[src/design/mpwa_pkg.sv]
// Shared constants, codes and command/status types of the max pool window argmax unit.
package mpwa_pkg;

   localparam int MAX_PLANE_SIDE = 64;
   localparam int SIDE_W = $clog2(MAX_PLANE_SIDE);
   localparam int STORE_DEPTH = MAX_PLANE_SIDE * MAX_PLANE_SIDE;
   localparam int ADDR_W = 2 * SIDE_W;
   localparam int MAX_POOL = 8;
   localparam int POOL_CNT_W = (MAX_POOL > 1) ? $clog2(MAX_POOL) : 1;

   localparam int VALUE_W = 16;
   localparam int INDEX_W = 13;
   localparam int COORD_W = 12;

   localparam int PLANE_REG_W = 7;
   localparam int SIZE_REG_W = 4;
   localparam int PAD_REG_W = 3;
   localparam int CSR_INDEX_W = 3;
   localparam int CSR_DATA_W = 7;

   localparam logic [CSR_INDEX_W-1:0] CSR_PLANE_WIDTH = 3'd0;
   localparam logic [CSR_INDEX_W-1:0] CSR_PLANE_HEIGHT = 3'd1;
   localparam logic [CSR_INDEX_W-1:0] CSR_POOL_SIZE = 3'd2;
   localparam logic [CSR_INDEX_W-1:0] CSR_POOL_STRIDE = 3'd3;
   localparam logic [CSR_INDEX_W-1:0] CSR_PAD_AMOUNT = 3'd4;

   localparam logic [PLANE_REG_W-1:0] PLANE_WIDTH_RESET = 7'd64;
   localparam logic [PLANE_REG_W-1:0] PLANE_HEIGHT_RESET = 7'd64;
   localparam logic [SIZE_REG_W-1:0] POOL_SIZE_RESET = 4'd2;
   localparam logic [SIZE_REG_W-1:0] POOL_STRIDE_RESET = 4'd2;
   localparam logic [PAD_REG_W-1:0] PAD_AMOUNT_RESET = 3'd0;

   localparam logic REQ_WRITE = 1'b0;
   localparam logic REQ_POOL = 1'b1;
   localparam logic KIND_ACK = 1'b0;
   localparam logic KIND_POOL = 1'b1;

   localparam logic signed [VALUE_W-1:0] EMPTY_VALUE = 16'sh8000;
   localparam logic signed [INDEX_W-1:0] EMPTY_INDEX = 13'sh1FFF;

   typedef struct packed {
      logic write_sample;
      logic load_window;
      logic scan_step;
      logic finish_pool;
   } cmd_type;

   typedef struct packed {
      logic last_position;
   } sts_type;

endpackage

[src/design/mpwa_ctrl.sv]
// Controller state machine that sequences sample writes and window scans.
module mpwa_ctrl (
   input  logic             clock,
   input  logic             reset,
   input  logic             start,
   input  logic             req_type,
   input  mpwa_pkg::sts_type sts,
   output mpwa_pkg::cmd_type cmd,
   output logic             busy
);

   typedef enum logic [1:0] {
      ST_IDLE,
      ST_SCAN,
      ST_DRAIN
   } state_type;

   state_type state_ff;
   logic      busy_ff;

   always_ff @(posedge clock) begin
      if (reset) begin
         state_ff <= ST_IDLE;
         busy_ff  <= 1'b0;
      end else begin
         case (state_ff)
            ST_IDLE: begin
               if (start && req_type == mpwa_pkg::REQ_POOL) begin
                  state_ff <= ST_SCAN;
                  busy_ff  <= 1'b1;
               end
            end
            ST_SCAN: begin
               if (sts.last_position) begin
                  state_ff <= ST_DRAIN;
               end
            end
            ST_DRAIN: begin
               state_ff <= ST_IDLE;
               busy_ff  <= 1'b0;
            end
            default: begin
               state_ff <= ST_IDLE;
               busy_ff  <= 1'b0;
            end
         endcase
      end
   end

   always_comb begin
      cmd.write_sample = (state_ff == ST_IDLE) && start && (req_type == mpwa_pkg::REQ_WRITE);
      cmd.load_window  = (state_ff == ST_IDLE) && start && (req_type == mpwa_pkg::REQ_POOL);
      cmd.scan_step    = (state_ff == ST_SCAN);
      cmd.finish_pool  = (state_ff == ST_DRAIN);
   end

   assign busy = busy_ff;

endmodule

[config.mk]
export PLATFORM = sky130hd
export DESIGN_NAME = mpwa_ctrl
export DESIGN_NICKNAME = d
export VERILOG_FILES = /design/src/design/mpwa_pkg.sv /design/src/design/mpwa_ctrl.sv
export SDC_FILE = /design/constraint.sdc
export NUM_CORES = 1
export LEC_CHECK = 0
export BUFFER_PORTS_ARGS = -buffer_cell sky130_fd_sc_hd__buf_2
export CORE_AREA = 10 10 47 49
export DETAILED_ROUTE_END_ITERATION = 16
export DIE_AREA = 0 0 57 59
export HOLD_SLACK_MARGIN = 0.1
export PLACE_DENSITY = 0.38
export SLEW_MARGIN = 20
export SYNTH_ARGS = -nofsm -noshare
export SYNTH_HDL_FRONTEND = slang
export SYNTH_SLANG_ARGS = --single-unit
[constraint.sdc]
create_clock -name clock -period 1.1 [get_ports clock]
set_input_delay 0.055 -clock clock [delete_from_list [all_inputs] [get_ports clock]]
set_output_delay 0.055 -clock clock [all_outputs]
set_load 0.05 [all_outputs]
Word-level counts from Yosys, hierarchy flattened. Cells that the tools add are included.

Bits in latches: 0. ROM bits: 0. Memories: 0. Memory bits (writable): 0. Bits of input ports: 5. Flip-flop bits (word level): 3. Word-level logic and storage cells: 20. Output and inout bits: 5.

Div/mod/pow operators: 0. Multipliers: 0. Order comparisons: 0. Shift operators: 0. Reduce and logical (&&, ||, !) cells: 7. Multiplexer cells: 5. Add/sub/neg operators: 0. Eq/ne operators: 4. Bitwise logic cells: 2.

Operator list (count): 1-bit logical AND (4); 2-bit two-way mux (2); 2-bit != test (second input constant) (2); 2-bit one-hot mux with 2 select lines (1); 2-bit AND reduction (2); 2-bit by 1-bit == test with 1-bit output (second input constant) (1); 2-bit == test (second input constant) (1); 2-bit zero test (1); 1-bit NOT (2); 1-bit one-hot mux with 2 select lines (1); 1-bit two-way mux (1).

Longest topological paths before layout. Gate-level depths: netlist of the first run.

Word-level depth: 3. Gate-level depth with buffers: 2. Depth with buffers taken out: 2.

Worst setup path before layout of the first run. Ideal clock, no wire load.

Path kind: reg-to-output. From: register state_ff[1]. To: output cmd[3] (netlist name). Data arrival time: 2035 ps. Cell stages (with the launch flop): 2. Path buffers: 0. Slack: -990 ps. Required time: 1045 ps. Cell sequence: dfxtp_1 > nor4b_1.

RTL lines: start, declared (RTL line mpwa_ctrl.sv:18) `state_type state_ff;`; start signal, assigned (RTL line mpwa_ctrl.sv:23) `state_ff <= ST_IDLE;`; start signal, assigned (RTL line mpwa_ctrl.sv:29) `state_ff <= ST_SCAN;`; start signal, assigned (RTL line mpwa_ctrl.sv:35) `state_ff <= ST_DRAIN;`; end, declared (RTL line mpwa_ctrl.sv:8) `output mpwa_pkg::cmd_type cmd,`.

==> impl_metrics.env, run 1 <==
export IMPL_grt_pass1_vias=190
export IMPL_grt_first_pass_wirelength_microns=848
export IMPL_path_delay_family="flip-flops"
export IMPL_critPathArrivalTime_ps=1050
export IMPL_initial_core_util=0.114
export IMPL_num_antenna_cells=0
export IMPL_slew_headroom=0.835
export IMPL_synth_xor_area_frac=0
export IMPL_synth_area_per_cell_sq_um=11.4
export IMPL_period_minus_slack_ps=1110
export IMPL_cts_buffer_depth=2
export IMPL_setup_ws_ps=-9.59
export IMPL_critPathKind="reg -> out"
export IMPL_synthesis_nets=19
export IMPL_cts_root_buf="clkbuf_4"
export IMPL_portBuffers=9
export IMPL_synth_cell_types=11
export IMPL_ys_warn_count=0
export IMPL_drive_above_1_share=0.750
export IMPL_first_iter_violations=1
export IMPL_synth_compound_area_frac=0.156
export IMPL_ios=10
export IMPL_fin_nets=38
export IMPL_async_flop_share=0
export IMPL_wl_microns=526
export IMPL_multi_input_area_sq_um=119
export IMPL_syn_to_final_growth_pct=118
export IMPL_max_clock_freq_mhz=901
export IMPL_final_fill_count=159
export IMPL_synthSimpleGateAreaFrac=0.445
export IMPL_row_count=14
export IMPL_antenna_found_initial=0
export IMPL_skew_ps=1.39
export IMPL_cts_tree="yes"
export IMPL_synthCells=14
export IMPL_status="finished with violations"
export IMPL_synth_most_common_cell="dfxtp_1"
export IMPL_slowest_stage="dfxtp_4"
export IMPL_drc=0
export IMPL_violations="negative setup slack"
export IMPL_synth_edf_count=0
export IMPL_crit_fanout=7
export IMPL_setup_viol=1
export IMPL_die_x_microns=57
export IMPL_synth_area_sq_um=160
export IMPL_wl_per_cell_microns=11.0
export IMPL_powerDensity_mw_per_mm2=1210
export IMPL_routed_via_density=3.73
export IMPL_path_buf_inv=1
export IMPL_p_leak_nw=0.159
export IMPL_rsz0062_at_grt="true"
export IMPL_clk_pin_slew_ps=40
export IMPL_synthAdderAreaFrac=0
export IMPL_tightest_slew_ps=249
export IMPL_synth_top_area_frac=0.375
export IMPL_worstPathRequired_ps=1040
export IMPL_ir_drop_v=0.000543
export IMPL_hold_class="in -> reg"
export IMPL_gp_congestion=0.663
export IMPL_setup_tns_ps=-9.59
export IMPL_clock_sinks=3
export IMPL_synth_mux_area_frac=0
export IMPL_cts_buffers_inserted=3
export IMPL_htreeDepth=1
export IMPL_ys_ff_latch=3
export IMPL_ys_flop_type="dfxtp_1"
export IMPL_register_area_sq_um=67.6
export IMPL_die_area_sq_mm=0.00336
export IMPL_yosysSeqAreaShare=0.375
export IMPL_dieHeight_microns=59
export IMPL_grt_use_total=0.0342
export IMPL_synthTopCellsByCount="dfxtp_1, a211oi_2"
export IMPL_antenna_left=0
export IMPL_first_pass_iters=2
export IMPL_synth_top_family_by_area="simple AND/OR/NAND/NOR gates"
export IMPL_dr_total_vias=179
export IMPL_crit_path_end_kind="output port"
export IMPL_hold_viol=0
export IMPL_crit_path_cell_trace="and4bb_2 > buf_8"
export IMPL_crit_path_max_incr_delay_ps=360
export IMPL_timing_final_crit_share=1.01
export IMPL_max_cap_violations=0
export IMPL_clk_latency_ps=230
export IMPL_grt_max_degree=8
export IMPL_yosysTopAreaCell="dfxtp_1"
export IMPL_drv_slew=0
export IMPL_cp_start_kind="flip-flop"
export IMPL_ys_top_cells_by_area="dfxtp_1, a211oi_2, nand3b_4, and4bb_2, and2b_2"
export IMPL_core_area_sq_mm=0.00140
export IMPL_whs_ps=133
export IMPL_grt_ovfl_total=0
final timing paths:
kind,start,end,slack [ps],cells after the start
setup reg to reg,state_ff[0],state_ff[0],260,3
hold / removal,start,state_ff[0],130,3
hold reg to reg,state_ff[1],state_ff[0],470,1
setup / recovery,state_ff[1],cmd[2],-10,2
through the flow:
step           setup slack, ps  area (sq um)  total power [mW]  instances   util
6_report                 -9.59           349             0.424         48  0.249
5_1_grt                  -68.2           349             0.464         48  0.249
4_1_cts                  -21.6           312             0.424         45  0.222
3_5_place_dp              71.1           243             0.211         39  0.173
3_3_place_gp               103           243             0.209         39  0.173
2_1_floorplan            -11.4           178             0.184         14      -
power by group:
part	leakage [nW]	total (mW)	switching, mW	internal (mW)
clock network	0.0150	0.193	0.0570	0.136
registers	0.0261	0.119	0.00705	0.112
logic	0.118	0.111	0.0603	0.0510
total	0.159	0.424	0.124	0.299
logic make-up after synthesis:
kind of cell    count (synthesis)
simple gates                    8
flops                           3
buf+inv                         1
compound gates                  2
sequential cells by signal (all words and copies together), names as in the netlist:
signal / count
state_ff: 2
busy: 1
tightest hold or removal path, cell delays in order:
cell,delay (ps)
buf_2,130
nand3b_4,80
a211oi_2,60
metal layers:
layer | vias up | share of wire | GRT usage
li1 | 88 | - | -
met1 | 79 | 0.45 | 0.0393
met2 | 10 | 0.39 | 0.0264
met3 | 2 | 0.14 | 0.0429
met4 | 0 | 0.0076 | 0.0302
met5 | - | 0 | 0
cells in the final DEF, fill, tap and decap left out, drive strengths merged:
master and count:
nand3b 1, a211oi 2, and2b 1, nand2b 1, nor2b 1, nor3 1, and4bb 1, clkbuf 4
buf 12, nand2 1, inv 1, dlygate4sd3 2, nor4b 1, dfxtp 3
final cells by class:
cell class              count  share of cell area
well taps                  16              0.0573
inverters                   1              0.0108
clock buffers               4              0.0753
flip-flops and latches      3               0.194
multi-input cells          10               0.341
repair buffers             14               0.323
repair_timing:
| item | CTS | global route |
|---|---|---|
| pin swaps | 1 | 1 |
| hold buffers | 2 | 0 |
| hold endpoints to repair | 3 | 0 |
| gates resized for setup | 9 | 4 |
| setup buffers | 0 | 3 |
| setup endpoints to repair | 4 | 3 |
Note: power is estimated with default switching activity, not from simulation.
==> run 2: changes to the inputs <==
- RECOVER_POWER: default -> 50
- TNS_END_PERCENT: default -> 30
==> impl_metrics.env, run 2 (synthesis results as in run 1) <==
export IMPL_status="finished with violations"
export IMPL_violations="negative setup slack"
export IMPL_grt_max_degree=8
export IMPL_cts_buffers_inserted=3
export IMPL_whs_path_depth=3
export IMPL_p_leak_nw=0.148
export IMPL_crit_fanout=7
export IMPL_num_antenna_cells=0
export IMPL_ios=10
export IMPL_grt_first_pass_wirelength_microns=848
export IMPL_rr_endpoint="busy"
export IMPL_grt_pass1_vias=190
export IMPL_ir_drop_v=0.000528
export IMPL_whs_ps=136
export IMPL_syn_to_final_growth_pct=105
export IMPL_skew_ps=0.764
export IMPL_core_area_sq_mm=0.00140
export IMPL_r2r_slack_ps=220
export IMPL_path_delay_family="flip-flops"
export IMPL_antenna_found_initial=0
export IMPL_drc=0
export IMPL_cp_start_kind="flip-flop"
export IMPL_crit_path_cell_trace="and4bb_2 > buf_8"
export IMPL_die_x_microns=57
export IMPL_p_switching_uw=122
export IMPL_seq_power_share=0.290
export IMPL_rr_worst_depth=2
export IMPL_cts_buffer_depth=2
export IMPL_crit_path_end_kind="output port"
export IMPL_drv_slew=0
export IMPL_wl_microns=522
export IMPL_hold_class="in -> reg"
export IMPL_worstPathRequired_ps=1040
export IMPL_power_share_clock=0.461
export IMPL_place_area_sq_um=243
export IMPL_crit_path_max_incr_delay_ps=360
export IMPL_path_buf_inv=1
export IMPL_row_count=14
export IMPL_tightest_slew_ps=249
export IMPL_drive_above_1_share=0.677
export IMPL_setup_ws_ps=-13.5
export IMPL_critPathKind="reg -> out"
export IMPL_p_int_uw=295
export IMPL_layout_commonest_cell="buf_2"
export IMPL_max_clock_freq_mhz=898
export IMPL_timing_final_crit_share=1.01
export IMPL_critPathArrivalTime_ps=1060
export IMPL_min_from="start"
export IMPL_antenna_left=0
export IMPL_cp_startpoint="state_ff[1]"
export IMPL_clock_sinks=3
export IMPL_r2r_start="state_ff[0]"
export IMPL_largest_reg_flops=2
export IMPL_largest_register="state_ff"
export IMPL_portBuffers=9
export IMPL_clk_latency_ps=230
export IMPL_comb_power_share=0.249
export IMPL_period_minus_slack_ps=1110
export IMPL_setup_viol=1
export IMPL_initial_core_util=0.114
export IMPL_dr_total_vias=179
export IMPL_grt_ovfl_total=0
export IMPL_powerDensity_mw_per_mm2=1270
export IMPL_clk_pin_slew_ps=40
export IMPL_cts_root_buf="clkbuf_4"
export IMPL_wl_per_cell_microns=11.1
export IMPL_fin_area_sq_um=328
export IMPL_routed_via_density=3.81
export IMPL_grt_use_total=0.0342
export IMPL_first_pass_iters=4
export IMPL_p_sw_frac=0.293
export IMPL_die_area_sq_mm=0.00336
export IMPL_fin_nets=37
export IMPL_slowest_stage="dfxtp_4"
export IMPL_whs_endpoint="state_ff[0]"
export IMPL_hold_viol=0
export IMPL_htreeDepth=1
export IMPL_max_cap_violations=0
export IMPL_rsz0062_at_grt="true"
export IMPL_cts_tree="yes"
export IMPL_first_iter_violations=2
export IMPL_gp_congestion=0.663
export IMPL_final_cell_mix="buf_2, clkbuf_4, buf_4"
export IMPL_dieHeight_microns=59
export IMPL_slew_headroom=0.835
==> run 2: cell count changes in the layout (fill, tap and decap cells not counted), sizes merged <==
cell / delta
buf: -2
clkbuf: +1
==> run 2: worst max-delay path by stage <==
stage             end  slack, ps  depth (start not counted)
3_3_place_gp   cmd[3]        100                          2
5_1_grt        cmd[2]        -70                          2
2_1_floorplan  cmd[3]        -10                          1
6_report       cmd[2]        -10                          2
3_5_place_dp   cmd[2]         70                          2
4_1_cts        cmd[2]        -20                          2
==> run 2: layout make-up <==
class                   instances  area [sq um]
repair buffers                 13           104
well taps                      16          20.0
multi-input cells              10           109
fillers                       160          1070
clock buffers                   4          26.3
inverters                       1          3.75
flip-flops and latches          3          65.1
==> run 2: tightest hold or removal path, cell delays in order <==
cell and delay [ps]:
buf_2 130, nand3b_4 80, a211oi_2 60
==> run 2: stage by stage <==
step / setup TNS, ps / utilization / total power, mW / instances / setup WS [ps]
5_1_grt: -192 / 0.234 / 0.458 / 47 / -68.2
3_3_place_gp: 0 / 0.173 / 0.209 / 39 / 103
4_1_cts: -21.6 / 0.222 / 0.424 / 45 / -21.6
2_1_floorplan: -11.4 / - / 0.184 / 14 / -11.4
3_5_place_dp: 0 / 0.173 / 0.211 / 39 / 71.1
6_report: -13.5 / 0.234 / 0.417 / 47 / -13.5
==> run 2: power groups by stage <==
stage	clock network, mW	logic [mW]	registers [mW]
after floorplan	0	0.0514	0.133
after global placement	0	0.0853	0.123
after detailed placement	0	0.0869	0.124
after CTS	0.202	0.101	0.121
after global routing	0.225	0.111	0.122
final	0.193	0.104	0.121
==> run 2: timing repair <==
action,4_1_cts,5_1_grt
setup endpoints to repair,4,3
resized for setup,9,2
hold buffers,2,0
buffers inserted,0,2
pin swaps,1,1
endpoints found under the hold margin,3,0
==> run 2: layer usage <==
metal / track usage / share of wire
met4: 0.0302 / 0.0077
met3: 0.0429 / 0.14
met2: 0.0264 / 0.38
met5: 0 / 0
met1: 0.0393 / 0.47
